[src/hw/rtl/modexp_pkg.sv]
// Shared types and constants for the modular exponentiation block
package modexp_pkg;

    // width of the data fields on the ports
    localparam int OUT_BITS = 32;

    // sequencer states, one-hot
    typedef enum logic [4:0] {
        ST_IDLE   = 5'b00001,
        ST_REDUCE = 5'b00010,
        ST_SQUARE = 5'b00100,
        ST_MULT   = 5'b01000,
        ST_DONE   = 5'b10000
    } modexp_state_t;

    // request kinds carried on s_tuser
    localparam logic REQ_POWER   = 1'b0;
    localparam logic REQ_INVERSE = 1'b1;

endpackage

[src/hw/rtl/modular_exponentiation.sv]
// Modular exponentiation: base^exponent mod modulus, bit-serial square and multiply
//
// Input request (s_ channel): s_tdata holds base_value and exponent_value, s_tuser
// the request kind (power, or inverse using modulus minus 2 as exponent).
// Result (m_ channel): m_tdata holds power_result, one result per request.
// The modulus is written through cfg_we / cfg_wdata; the user must write it only
// while the block is idle, as the block itself does not enforce this. One request
// is worked on at a time; s_tready is high only in the idle state. Every modular
// product runs one multiplier bit per cycle through a single shift-add-reduce
// step. The base is first reduced in the same way; the exponent bits are then
// worked from the top, each with a squaring and, for a set bit, a multiply by
// the reduced base. A modulus below two skips the arithmetic and answers 0.
// The result sits in an output register; if the receiver stalls, the block holds
// its finished value until the output register frees up, then returns to idle.
// Reset (aresetn low, synchronous) loads modulus 65537 and empties the block.
module modular_exponentiation
    import modexp_pkg::*;
#(
    parameter int WORD_BITS = 32
) (
    input  logic                  aclk,
    input  logic                  aresetn,
    // configuration
    input  logic                  cfg_we,
    input  logic [OUT_BITS-1:0]   cfg_wdata,
    // request channel
    input  logic                  s_tvalid,
    output logic                  s_tready,
    input  logic [2*OUT_BITS-1:0] s_tdata,   // base_value, exponent_value
    input  logic                  s_tuser,   // req_type
    // result channel
    output logic                  m_tvalid,
    input  logic                  m_tready,
    output logic [OUT_BITS-1:0]   m_tdata    // power_result
);

    localparam int CNT_BITS = (WORD_BITS > 1) ? $clog2(WORD_BITS) : 1;
    localparam logic [CNT_BITS-1:0] CNT_LAST = CNT_BITS'(WORD_BITS - 1);
    localparam logic [OUT_BITS-1:0] MOD_RESET = 32'd65537;

    modexp_state_t state_reg, state_next;

    logic [WORD_BITS-1:0] mod_reg;
    logic [WORD_BITS-1:0] exp_reg, exp_next;
    logic [WORD_BITS-1:0] base_reg, base_next;
    logic [WORD_BITS-1:0] acc_reg, acc_next;
    logic [WORD_BITS-1:0] prod_reg, prod_next;
    logic [WORD_BITS-1:0] mplr_reg, mplr_next;
    logic [CNT_BITS-1:0]  bit_cnt_reg, bit_cnt_next;
    logic [CNT_BITS-1:0]  exp_cnt_reg, exp_cnt_next;
    logic                 out_valid_reg, out_valid_next;
    logic [OUT_BITS-1:0]  out_data_reg, out_data_next;

    logic [WORD_BITS-1:0] in_base;
    logic [WORD_BITS-1:0] in_exp;
    logic                 in_accept;
    logic                 mod_small;
    logic                 out_free;
    logic [WORD_BITS-1:0] mcand;
    logic [WORD_BITS+1:0] step_sum;
    logic [WORD_BITS+1:0] mod_x1;
    logic [WORD_BITS+1:0] mod_x2;
    logic [WORD_BITS-1:0] step_val;

    assign in_base   = WORD_BITS'(s_tdata[OUT_BITS-1:0]);
    assign in_exp    = WORD_BITS'(s_tdata[2*OUT_BITS-1:OUT_BITS]);
    assign s_tready  = (state_reg == ST_IDLE);
    assign in_accept = s_tvalid && s_tready;
    assign mod_small = (mod_reg < WORD_BITS'(2));
    assign out_free  = !out_valid_reg || m_tready;
    assign m_tvalid  = out_valid_reg;
    assign m_tdata   = out_data_reg;

    // multiplicand for the running product
    always_comb begin
        case (state_reg)
            ST_REDUCE: mcand = WORD_BITS'(1);
            ST_SQUARE: mcand = acc_reg;
            ST_MULT:   mcand = base_reg;
            default:   mcand = '0;
        endcase
    end

    // one shift-add-reduce step: (2p + bit * a) mod m, with p, a below m
    always_comb begin
        step_sum = {1'b0, prod_reg, 1'b0}
                 + (mplr_reg[WORD_BITS-1] ? {2'b00, mcand} : '0);
        mod_x1   = {2'b00, mod_reg};
        mod_x2   = {1'b0, mod_reg, 1'b0};
        if (step_sum >= mod_x2) begin
            step_val = WORD_BITS'(step_sum - mod_x2);
        end else if (step_sum >= mod_x1) begin
            step_val = WORD_BITS'(step_sum - mod_x1);
        end else begin
            step_val = WORD_BITS'(step_sum);
        end
    end

    // sequencer
    always_comb begin
        state_next     = state_reg;
        exp_next       = exp_reg;
        base_next      = base_reg;
        acc_next       = acc_reg;
        prod_next      = prod_reg;
        mplr_next      = mplr_reg;
        bit_cnt_next   = bit_cnt_reg;
        exp_cnt_next   = exp_cnt_reg;
        out_valid_next = out_valid_reg;
        out_data_next  = out_data_reg;

        // result taken by the receiver
        if (out_valid_reg && m_tready) begin
            out_valid_next = 1'b0;
        end

        case (state_reg)
            ST_IDLE: begin
                if (in_accept) begin
                    prod_next    = '0;
                    mplr_next    = in_base;
                    bit_cnt_next = CNT_LAST;
                    exp_cnt_next = CNT_LAST;
                    exp_next     = (s_tuser == REQ_INVERSE) ? (mod_reg - WORD_BITS'(2))
                                                            : in_exp;
                    if (mod_small) begin
                        acc_next   = '0;
                        state_next = ST_DONE;
                    end else begin
                        acc_next   = WORD_BITS'(1);
                        state_next = ST_REDUCE;
                    end
                end
            end
            ST_REDUCE, ST_SQUARE, ST_MULT: begin
                prod_next    = step_val;
                mplr_next    = mplr_reg << 1;
                bit_cnt_next = bit_cnt_reg - CNT_BITS'(1);
                if (bit_cnt_reg == '0) begin
                    // product complete, set up the next one
                    prod_next    = '0;
                    bit_cnt_next = CNT_LAST;
                    if (state_reg == ST_REDUCE) begin
                        base_next  = step_val;
                        mplr_next  = acc_reg;
                        state_next = ST_SQUARE;
                    end else if (state_reg == ST_SQUARE && exp_reg[WORD_BITS-1]) begin
                        // multiply the new square by the reduced base
                        acc_next   = step_val;
                        mplr_next  = step_val;
                        state_next = ST_MULT;
                    end else begin
                        // exponent bit finished
                        acc_next  = step_val;
                        mplr_next = step_val;
                        exp_next  = exp_reg << 1;
                        if (exp_cnt_reg == '0) begin
                            state_next = ST_DONE;
                        end else begin
                            exp_cnt_next = exp_cnt_reg - CNT_BITS'(1);
                            state_next   = ST_SQUARE;
                        end
                    end
                end
            end
            ST_DONE: begin
                if (out_free) begin
                    out_valid_next = 1'b1;
                    out_data_next  = OUT_BITS'(acc_reg);
                    state_next     = ST_IDLE;
                end
            end
            default: begin
                state_next = ST_IDLE;
            end
        endcase
    end

    // control registers
    always_ff @(posedge aclk) begin
        if (!aresetn) begin
            state_reg     <= ST_IDLE;
            out_valid_reg <= 1'b0;
            mod_reg       <= WORD_BITS'(MOD_RESET);
        end else begin
            state_reg     <= state_next;
            out_valid_reg <= out_valid_next;
            if (cfg_we) begin
                mod_reg <= WORD_BITS'(cfg_wdata);
            end
        end
    end

    // datapath registers
    always_ff @(posedge aclk) begin
        exp_reg      <= exp_next;
        base_reg     <= base_next;
        acc_reg      <= acc_next;
        prod_reg     <= prod_next;
        mplr_reg     <= mplr_next;
        bit_cnt_reg  <= bit_cnt_next;
        exp_cnt_reg  <= exp_cnt_next;
        out_data_reg <= out_data_next;
    end

`ifndef SYNTHESIS
    // an accepted request leaves the idle state at once
    assert property (@(posedge aclk) disable iff (!aresetn)
        in_accept |=> !s_tready)
        else $error("request accepted but block still idle");

    // a finished result is loaded whenever the output register is free
    assert property (@(posedge aclk) disable iff (!aresetn)
        (state_reg == ST_DONE) && out_free |=> m_tvalid && s_tready)
        else $error("finished result not presented");

    // a small modulus skips the arithmetic and answers zero
    assert property (@(posedge aclk) disable iff (!aresetn)
        in_accept && mod_small |=> (state_reg == ST_DONE) && (acc_reg == '0))
        else $error("small modulus not short-cut to zero");
`endif

endmodule
[config.mk]
export PLATFORM = sky130hd
export DESIGN_NAME = modular_exponentiation
export DESIGN_NICKNAME = d
export VERILOG_FILES = /design/src/hw/rtl/modexp_pkg.sv /design/src/hw/rtl/modular_exponentiation.sv
export SDC_FILE = /design/constraint.sdc
export NUM_CORES = 1
export LEC_CHECK = 0
export ABC_CLOCK_PERIOD_IN_PS = 9500
export BUFFER_PORTS_ARGS = -buffer_cell sky130_fd_sc_hd__buf_2
export CELL_PAD_IN_SITES_DETAIL_PLACEMENT = 1
export CELL_PAD_IN_SITES_GLOBAL_PLACEMENT = 2
export CORE_MARGIN = 2
export CORE_UTILIZATION = 39
export CTS_BUF_LIST = sky130_fd_sc_hd__clkbuf_8 sky130_fd_sc_hd__clkbuf_16
export DETAILED_ROUTE_END_ITERATION = 6
export MAX_ROUTING_LAYER = met4
export PLACE_DENSITY = 0.79
export RECOVER_POWER = 50
export SKIP_LAST_GASP = 1
export SLEW_MARGIN = 10
export SYNTH_ARGS = -nofsm -noshare
export SYNTH_HDL_FRONTEND = slang
export SYNTH_SLANG_ARGS = --single-unit
[constraint.sdc]
create_clock -name aclk -period 9.5 [get_ports aclk]
set_input_delay 1.425 -clock aclk [delete_from_list [all_inputs] [get_ports aclk]]
set_output_delay 1.425 -clock aclk [all_outputs]
set_load 0.01 [all_outputs]
* After elaboration in Yosys (flattened, before gate mapping)
Index checks and enable logic that the tools add are counted.
Word-level totals: logic and storage cells 87, register bits 240, output and inout bits 34
Operators by class: equal/unequal tests 11, multiplexer cells 40, reduce and logical (&&, ||, !) cells 16, add/subtract/negate cells 6, $lt $le $gt $ge 3
Operators with widths (number):
- $mux W32 | 15
- $pmux W32 S2 | 4
- $pmux W32 S3 | 1
- $mux W5 | 13
- $sub A32 B32 Y32 | 2
- $add A33 B32 Y34 | 1
- $ge A34 B32 Y1 | 1
- $ge A34 B33 Y1 | 1
- $lt A32 B2 Y1 const B | 1
- $sub A32 B2 Y32 const B | 1
- $pmux W5 S2 | 2
- $pmux W5 S3 | 1
- $logic_not A5 Y1 | 2
- $ne A2 B2 Y1 const B | 5
- $sub A5 B1 Y5 const B | 2
- $reduce_and A3 Y1 | 3
- $reduce_and A6 Y1 | 1
- $eq A5 B1 Y1 const B | 1
- $eq A5 B2 Y1 const B | 1
- $eq A5 B3 Y1 const B | 1
- $eq A5 B4 Y1 const B | 1
- $eq A5 B5 Y1 const B | 1
- $reduce_and A5 Y1 | 1
- $mux W1 | 4
- 7 further kinds | 10

* Depth between registers and ports, before layout
Gate-level depths: netlist (run 1).
word-level depth 10, depth in mapped cells 30

* Worst setup path after synthesis (run 1)
No wires, ideal clock.
path type input-to-reg, start input port s_tvalid, end register exp_reg[0], enable pin, setup slack 2.235 ns, required time 9.113 ns, data arrival time 6.878 ns, cell stages on the path 5, buffers on the path 0, setup time 0.387 ns, cell sequence nor2_1 a21oi_1 and2_1 nand2_1 inv_1
On the way: word-level cells in the longest chain between the ends 3
RTL lines:
- start: declaration | line modular_exponentiation.sv:27 | input logic s_tvalid,
- $logic_and A1 B1 Y1 | line modular_exponentiation.sv:68 | assign in_accept = s_tvalid && s_tready;
- $ne A2 B1 Y1 (no source line)
- $reduce_and A5 Y1 (no source line)
- end signal: assignment | line modular_exponentiation.sv:196 | exp_reg <= exp_next;
- end: declaration | line modular_exponentiation.sv:44 | logic [WORD_BITS-1:0] exp_reg, exp_next;
No other way between the ends. A chain may end at the register's enable or synchronous reset.

* Worst setup path after layout (run 1)
start register state_reg[0], end register acc_reg[30], data pin
On the way: word-level cells in the longest chain between the ends 10, elaborated cells between the ends (all ways) 17, classes of those cells add/sub (3); order compare (2); eq/ne (4); mux (7); reduce/logical (1)
RTL lines:
- start: declaration | line modular_exponentiation.sv:41 | modexp_state_t state_reg, state_next;
- start signal: assignment | line modular_exponentiation.sv:186 | state_reg <= state_next;
- $eq A5 B4 Y1, or another cell as far along | line modular_exponentiation.sv:76, modular_exponentiation.sv:117
- $pmux W32 S3 | line modular_exponentiation.sv:76 | case (state_reg)
- $mux W32 | line modular_exponentiation.sv:87 | + (mplr_reg[WORD_BITS-1] ? {2'b00, mcand} : '0);
- $add A33 B32 Y34 | line modular_exponentiation.sv:87
- $sub A32 B32 Y32 / $ge A34 B32 Y1 (equally long branches) | line modular_exponentiation.sv:93, modular_exponentiation.sv:92
- $mux W32 | line modular_exponentiation.sv:92 | end else if (step_sum >= mod_x1) begin
- $mux W32 | line modular_exponentiation.sv:90 | if (step_sum >= mod_x2) begin
- $mux W32
- $mux W32 | line modular_exponentiation.sv:139 | if (bit_cnt_reg == '0) begin
- $pmux W32 S2 * | line modular_exponentiation.sv:117 | case (state_reg)
- end signal: assignment | line modular_exponentiation.sv:198 | acc_reg <= acc_next;
- end: declaration | line modular_exponentiation.sv:46 | logic [WORD_BITS-1:0] acc_reg, acc_next;
Mark *: on every way between the ends. The rest lies on a longest branch, timed or not. The select of a mux whose other input is x is not followed.

==> results of run 1 <==
## report_power, final
group	switching, mW	total, mW	internal, mW
Sequential	0.226	1.98	1.75
Combinational	2.74	4.00	1.26
Clock	0.458	1.05	0.595
Total	3.43	7.03	3.61
## cell families (layout without fill, tap and decap cells)
group                      count (synthesis)  after routing
xor gates and xnor gates                  97             97
DFF                                      240            240
adders and majority gates                101            101
muxes                                     71             71
buffers and inverters                    176            291
and+or+nand+nor                          534            534
AOI/OAI and AO/OA                        562            562
## worst paths after layout
check	from	to	slack, ns	cells past startpoint
hold reg to reg	acc_reg[4]$_SDFFCE_PP0P_	m_tdata[4]$_DFFE_PP_	0.52	0
setup / recovery	state_reg[0]$_SDFFE_PN1P_	acc_reg[30]$_SDFFCE_PP0P_	0.78	24
setup reg to reg	state_reg[0]$_SDFFE_PN1P_	acc_reg[30]$_SDFFCE_PP0P_	0.78	24
hold / removal	acc_reg[4]$_SDFFCE_PP0P_	m_tdata[4]$_DFFE_PP_	0.52	0
## routing by layer
| layer | GRT usage [%] | wire length (um) | vias to the layer above | part of all wire (%) |
|---|---|---|---|---|
| met2 | 45.98 | 29400 | 378 | 49 |
| met5 | - | 0 | - | 0 |
| li1 | - | - | 6833 | - |
| met3 | 2.052 | 2753 | 75 | 4.6 |
| met1 | 36.48 | 26710 | 7310 | 44 |
| met4 | 7.746 | 1545 | 0 | 2.6 |
## layout make-up
class	count	area (um2)	share of cell area, %
flip-flops and latches	240	6827	36.58
clock inverters	19	135.1	0.7242
multi-input cells	1365	9201	49.31
inverters	86	322.8	1.730
repair buffers	154	744.5	3.990
well taps	539	674.4	3.614
clock buffers	32	755.7	4.050
## cell usage in the layout, fill, tap and decap left out, types with 23 or more instances in the layout
master / netlist / routed
clkbuf_1: 80 / 43
ha_1: 98 / 98
a22oi_1: 39 / 39
clkbuf_16: 0 / 28
nor2_1: 126 / 126
o21ai_1: 57 / 56
and2_1: 25 / 25
nor2b_1: 44 / 44
nand4_1: 23 / 23
inv_1: 85 / 92
xnor2_1: 61 / 61
xor2_1: 36 / 36
buf_2: 7 / 100
o21ai_0: 101 / 102
a21o_1: 46 / 46
a21oi_1: 131 / 131
mux2i_1: 52 / 52
edfxtp_1: 202 / 202
nor3_1: 32 / 32
a22o_1: 39 / 39
nand2_1: 158 / 157
nand3_1: 42 / 42
dfxtp_1: 38 / 38
## critical path, stage by stage, from the launching register on
cell      delay, ns
dfxtp_1        0.32
nor2_1         0.25
and3_2         0.72
a22oi_1        0.19
nor2_1         0.14
ha_1           0.28
a21oi_1        0.36
o22a_1         0.20
o31ai_1        0.16
o21a_1         0.31
o2111a_1       0.28
o41ai_1        0.46
nand3_1        0.16
nor2b_1        0.21
ha_1           0.47
and3_1         0.26
and3_1         0.33
nand2_1        0.09
o31ai_1        0.53
a31oi_1        0.33
o21bai_4       0.71
buf_4          0.41
nor3_1         0.10
a211oi_1       0.96
o21ai_1        0.17
## per-stage QoR
| stage | cells | area (um2) | util [%] | total power, mW |
|---|---|---|---|---|
| finish | 2435 | 18660 | 44.29 | 7.030 |
| floorplan | 1781 | 16690 | - | 4.475 |
| global placement | 2384 | 17880 | 42.45 | 5.879 |
| global route | 2435 | 18660 | 44.29 | 7.432 |
| detailed placement | 2384 | 17880 | 42.45 | 5.945 |
| CTS | 2435 | 18780 | 44.56 | 7.016 |
==> run metrics, run 1 <==
post-synth top area share 36.35%; die area 44460 um2; Sum Neg Setup Slack 0 ns; CTS sink cnt 240; final setup vio count 0; Via density 5.994; RSZ-0062 raised after global routing false; FMAX 0.1147 GHz; Crit. End Element register; Syn Nets 1984; final hold vios 0; Starting Density 39.61%; GPL Wtd Cong 0.9278; Simple-Gate Fraction of Synth Area 15.90%; Clock Tree Buf Depth 3; Post-synth top flop edfxtp_1; IO Pins 136; largest net degree at the start of global routing 72; multiplexer share of the synthesized area 4.401%; DIE WIDTH 210.9 um; #FFs+latches synth 240; top-count cell post-synth edfxtp_1; largest family of logic cells by synthesized area compound AO/OA/AOI/OAI gates; critical path arrival 9.00 ns; post-synth top area cell edfxtp_1; vias 14596; status finished with violations; post-synthesis cell area 16690 um2; Yosys cell types 90; Min Hold Slack 0.5231 ns; Hold Path Class register to register; Final nets 2078; Final WS setup 0.7839 ns; CTS H-tree lvls 1; worst endpoint required time 9.79 ns; Post-synth EDFFs 202; fin crit share 91.75%; Post-DP HPWL 46880 um; DRT iter0 DRCs 1057; DRC viols 0; Relative slew margins -180.6%; WL final 60420 um; # fillers 4853; DIE HEIGHT 210.9 um; Tmin final 8.716 ns; worst skew pair latency 0.59 ns; Core Region 42130 um2; initial antenna violation count 2; Max Clock Skew 0.02315 ns; failing checks capacitance limit, slew limit; CTS tree done; fraction of registers with async set/reset 0%; Synth Area in Compound Gates 21.98%; mean routed wirelength per cell 24.81 um; max-slew violations 355; Post-CTS Setup Bufs 0; leak pwr 7.213 nW; pre-CTS setup slack 1.005 ns; Critical Setup Path Class register to register; top cells by count, synth edfxtp_1, nand2_1, a21oi_1; layout cells sized above 1 10.07%; ANT nets after route 0; CP max FO 34; Worst Max-Slew Pin Slew 4.209 ns; Root Driver clkbuf_16; Pwr Density 376.7 nW/um2; gr ovfl total 0; dominant cells by area after synthesis edfxtp_1, ha_1, dfxtp_1; post-synthesis sequential area ratio 40.91%; overall routing resource usage 27.66%; drt first pass iters 5; total of max-cap violations 8; post-synthesis xor/xnor area fraction 5.091%; clock transition at the registers of the reported paths 0.06 ns; post-synthesis adder-cell area fraction 7.708%; # rows 75; port buffer count 135; Worst Setup Start Kind register; hold buffer count at cts 0; cts bufs inserted 28; Mapped Avg Cell Area 9.370 um2; number of gates resized after CTS 0; first-pass GRT wire length 91340 um; vias in the first global route 14718; Synth warnings 0; Peak VDD IR 284.2 uV; cells after synthesis 1781; area grow syn2layout 11.82%; # diodes 0
Power figures use the tool's default switching activity.
==> run 2: changes to the inputs <==
ABC_CLOCK_PERIOD_IN_PS = 10300   (was 9500)
CORE_UTILIZATION = 42   (was 39)
PLACE_DENSITY = 0.85   (was 0.79)
clock period = 10.3 ns   (was 9.5 ns; I/O delays follow)
==> run 2 against run 1 <==
- the flow still finishes with violations (capacitance limit, slew limit)
- non-clock buffer count grew 1
- combinational power shrank 8.5%
- maximum frequency grew 7.4%
- sequential cell count is the same
- clock power is essentially flat
- highest routed layer unchanged
==> run metrics, run 2 (synthesis gave the netlist of run 1 again) <==
# fillers 4586; Worst Setup Start Kind register; cts bufs inserted 28; Root Driver clkbuf_16; total of max-cap violations 8; Storage cell area 6827 um2; DIE WIDTH 203.3 um; ANT nets after route 0; Peak VDD IR 322.5 uV; Via density 6.052; area grow syn2layout 12.30%; Post-DP HPWL 44870 um; # rows 73; CP max FO 43; Core Region 39460 um2; Critical Setup Path Class register to register; critical path arrival 8.42 ns; CTS sink cnt 240; CTS H-tree lvls 1; CTS tree done; Hold Path Class register to register; first-pass GRT wire length 90830 um; status finished with violations; leak pwr 7.241 nW; Worst Max-Slew Pin Slew 3.812 ns; clock transition at the registers of the reported paths 0.07 ns; gr ovfl total 0; worst skew pair latency 0.58 ns; FMAX 0.1232 GHz; overall routing resource usage 29.54%; Clock Tree Buf Depth 3; Max Clock Skew 0.01955 ns; WL final 59930 um; number of gates resized after CTS 0; placed inst area 17870 um2; Relative slew margins -154.1%; slowest stage delay, CP 0.61 ns; Post-CTS Setup Bufs 0; commonest non-fill, non-tap cells in the layout edfxtp_1, nand2_1, a21oi_1, nor2_1, o21ai_0; failing checks capacitance limit, slew limit; final hold vios 0; layout cells sized above 1 10.17%; largest net degree at the start of global routing 72; Final nets 2079; DRT iter0 DRCs 1210; port buffer count 135; cell area after layout 18740 um2; GPL Wtd Cong 0.9455; fin crit share 78.81%; worst endpoint required time 10.60 ns; Starting Density 42.29%; Tmin final 8.117 ns; vias 14665; IO Pins 136; Worst path slowest cell o31ai_1; drt first pass iters 6; vias in the first global route 15052; mean routed wirelength per cell 24.73 um; initial antenna violation count 0; DRC viols 0; hold buffer count at cts 0; DIE HEIGHT 203.3 um; final setup vio count 0; die area 41340 um2; max-slew violations 343; Sum Neg Setup Slack 0 ns; RSZ-0062 raised after global routing false; Pwr Density 346.6 nW/um2; Crit. End Element register; most common cell after layout, fill and taps aside edfxtp_1; multi-input logic area 9218 um2
==> run 2: cell count changes in the layout (fill, tap and decap cells not counted), moves of 2 or more <==
cell       change
clkbuf_1       -2
bufinv_16      +4
clkinv_1       +2
o21ai_1        -2
nor2_1         -2
clkbuf_8       -4
o21ai_0        +2
buf_4          +3
nor2_4         +2
==> run 2: final cells by class <==
cell class                 instances  area share [%]
antenna                            1         0.01335
clock buffer                      28           3.739
clock inverter                    23           1.349
inverter                          86           1.723
multi-input combinational       1365           49.19
sequential                       240           36.43
tap                              525           3.505
timing repair buffer             155           4.053
==> run 2: final timing paths <==
kind                                  start                endpoint  slack (ns)  depth (start not counted)
hold / removal        exp_reg[29]$_DFFE_PP_   exp_reg[30]$_DFFE_PP_        0.52                          1
setup / recovery  state_reg[2]$_SDFFE_PN0P_  mplr_reg[31]$_DFFE_PP_        2.18                         25
hold reg to reg       exp_reg[29]$_DFFE_PP_   exp_reg[30]$_DFFE_PP_        0.52                          1
setup reg to reg  state_reg[2]$_SDFFE_PN0P_  mplr_reg[31]$_DFFE_PP_        2.18                         25
==> run 2: report_power, final <==
| group | switching (mW) | total (mW) | internal (mW) |
|---|---|---|---|
| Sequential | 0.196 | 1.79 | 1.60 |
| Clock | 0.424 | 1.04 | 0.619 |
| Combinational | 2.49 | 3.66 | 1.16 |
==> run 2: layer usage <==
metal | share of wire (%) | wire length [um] | track usage, %
met5 | 0 | 0 | -
met4 | 3.6 | 2133 | 10.48
met3 | 5.8 | 3467 | 3.180
met2 | 48 | 28580 | 48.10
met1 | 43 | 25750 | 38.29
==> run 2: per-stage QoR <==
stage	power, mW	utilization [%]	hold WS (ns)	worst slack, ns	instances
2_1_floorplan	4.127	-	0.4752	2.915	1781
3_3_place_gp	5.314	45.28	0.4984	2.605	2371
3_5_place_dp	5.393	45.28	0.5114	2.452	2371
4_1_cts	6.471	47.70	0.5272	2.410	2422
5_1_grt	6.847	47.49	0.5415	1.795	2422
6_report	6.495	47.49	0.5242	2.183	2423
==> run 2: worst max-delay path: cells and delay by family, from the launching register on <==
kind | cells | cell delay (ns)
AOI/OAI and AO/OA | 11 | 3.69
buffers and inverters | 2 | 0.90
and+or+nand+nor | 8 | 1.43
adders and majority gates | 3 | 1.14
DFF | 1 | 0.45
xor gates and xnor gates | 1 | 0.15
==> run 3: changes to the inputs <==
ABC_CLOCK_PERIOD_IN_PS = 7900   (was 10300)
CORE_UTILIZATION = 39   (was 42)
PLACE_DENSITY = 0.79   (was 0.85)
clock period = 7.9 ns   (was 10.3 ns; I/O delays follow)
==> run 3 against run 2 <==
- the run still ends with capacitance limit, slew limit left
- register-to-register slack worse by 1.8 ns
- combinational power grew 40%
- sequential share of layout area fell by 0.54 points
- first-iteration DRC count decreased by 7.9%
- sequential power rose by 32%
- die area rose by 7.5%
- total power is 37% higher
- cell area rose by 1.5%
- wire length grew 1.7%
- worst hold slack worse by 0.0061 ns
- global-route usage is 1.6 points lower
==> run metrics, run 3 (synthesis gave the netlist of run 1 again) <==
Tmin final 7.521 ns; die area 44460 um2; CTS sink cnt 240; dpl cells 2404; slowest stage delay, CP 0.48 ns; gr ovfl total 0; ANT nets after route 0; Crit. End Element register; leak pwr 7.395 nW; mean routed wirelength per cell 24.76 um; DIE WIDTH 210.9 um; Worst path slowest cell a2111oi_0; # rows 75; overall routing resource usage 27.99%; cell area after layout 19020 um2; placed inst area 18070 um2; CTS tree done; Core Region 42130 um2; initial antenna violation count 0; pre-CTS setup slack 0.1045 ns; layout cells sized above 1 11.80%; Clock Tree Buf Depth 3; critical path arrival 7.95 ns; clock transition at the registers of the reported paths 0.06 ns; CTS H-tree lvls 1; Post-DP HPWL 46430 um; vias 14724; Critical Setup Path Class register to register; worst endpoint required time 8.33 ns; Final nets 2104; CP max FO 18; Via density 5.981; status finished with violations; max-slew violations 331; Relative slew margins -179.2%; commonest non-fill, non-tap cells in the layout edfxtp_1, nand2_1, a21oi_1, nor2_1, o21ai_0; first-pass GRT wire length 92360 um; GPL Wtd Cong 0.9240; Starting Density 39.61%; hold buffer count at cts 0; total of max-cap violations 7; most common cell after layout, fill and taps aside edfxtp_1; FMAX 0.1330 GHz; drt first pass iters 6; cts bufs inserted 28; Worst Max-Slew Pin Slew 4.188 ns; port buffer count 135; fin crit share 95.20%; Hold Path Class register to register; final hold vios 0; IO Pins 136; Root Driver clkbuf_16; largest net degree at the start of global routing 73; DRT iter0 DRCs 1115; Worst Setup Start Kind register; final std cells w/o fill 2462; CP dominant cell by count buf_4; final setup vio count 0; WL final 60960 um; Min Hold Slack 0.5181 ns; failing checks capacitance limit, slew limit; Pwr Density 466.5 nW/um2; Final WS setup 0.3789 ns; vias in the first global route 15089; Sum Neg Setup Slack 0 ns; Max Clock Skew 0.01367 ns; worst skew pair latency 0.59 ns; Peak VDD IR 229.0 uV; RSZ-0062 raised after global routing true; # diodes 0; DRC viols 0; DIE HEIGHT 210.9 um; area grow syn2layout 13.98%
[run 3: changes by cell type in the layout (fill, tap and decap cells not counted), moves of 2 or more]
cell	previous run	this run
buf_12	0	3
o21ai_1	54	56
buf_4	14	34
clkbuf_8	0	3
o21ai_0	104	102
clkinv_2	4	8
clkinv_1	6	2
[run 3: cell type report]
cell class | instances | area (um2)
clock buffer | 31 | 742.0
clock inverter | 21 | 225.2
fill | 4866 | 23110
inverter | 86 | 322.8
multi-input combinational | 1366 | 9233
sequential | 240 | 6827
tap | 539 | 674.4
timing repair buffer | 179 | 997.2
[run 3: metrics by stage]
step           total power [mW]  util (%)
2_1_floorplan             5.381         -
3_3_place_gp              7.284     42.89
3_5_place_dp              7.362     42.89
4_1_cts                   8.773     45.18
5_1_grt                   9.383     45.14
6_report                  8.872     45.14
[run 3: path summary, 6_finish.rpt]
kind | depth (start not counted) | from | end | slack [ns]
min reg2reg | 0 | acc_reg[5]$_SDFFCE_PP0P_ | m_tdata[5]$_DFFE_PP_ | 0.52
max reg2reg | 30 | state_reg[2]$_SDFFE_PN0P_ | acc_reg[27]$_SDFFCE_PP0P_ | 0.38
max | 30 | state_reg[2]$_SDFFE_PN0P_ | acc_reg[27]$_SDFFCE_PP0P_ | 0.38
min | 0 | acc_reg[5]$_SDFFCE_PP0P_ | m_tdata[5]$_DFFE_PP_ | 0.52
[run 3: where the power goes]
group	total, mW	internal (mW)	switching, mW
registers	2.37	2.11	0.264
logic	5.13	1.74	3.39
clock network	1.37	0.806	0.566
[run 3: what timing repair did]
| item | in CTS | in global routing |
|---|---|---|
| setup endpoints to repair | 0 | 46 |
| endpoints found under the hold margin | 0 | 0 |
| resized for setup | 0 | 2 |
| buffers inserted | 0 | 4 |
[run 3: metal layers]
layer / GRT usage [%] / routed length, um / up-vias
met5: - / 0 / -
met4: 7.455 / 1805 / 0
met3: 2.974 / 3056 / 93
met2: 46.23 / 29200 / 396
met1: 36.74 / 26900 / 7353
li1: - / - / 6882
[run 3: critical path: cells and delay by family, from the launching register on]
family,cells,cell delay [ns]
compound gates,14,3.63
buf+inv,6,1.30
fa+ha+maj,2,0.85
simple gates,6,0.81
flops,1,0.45
xor+xnor,2,0.27
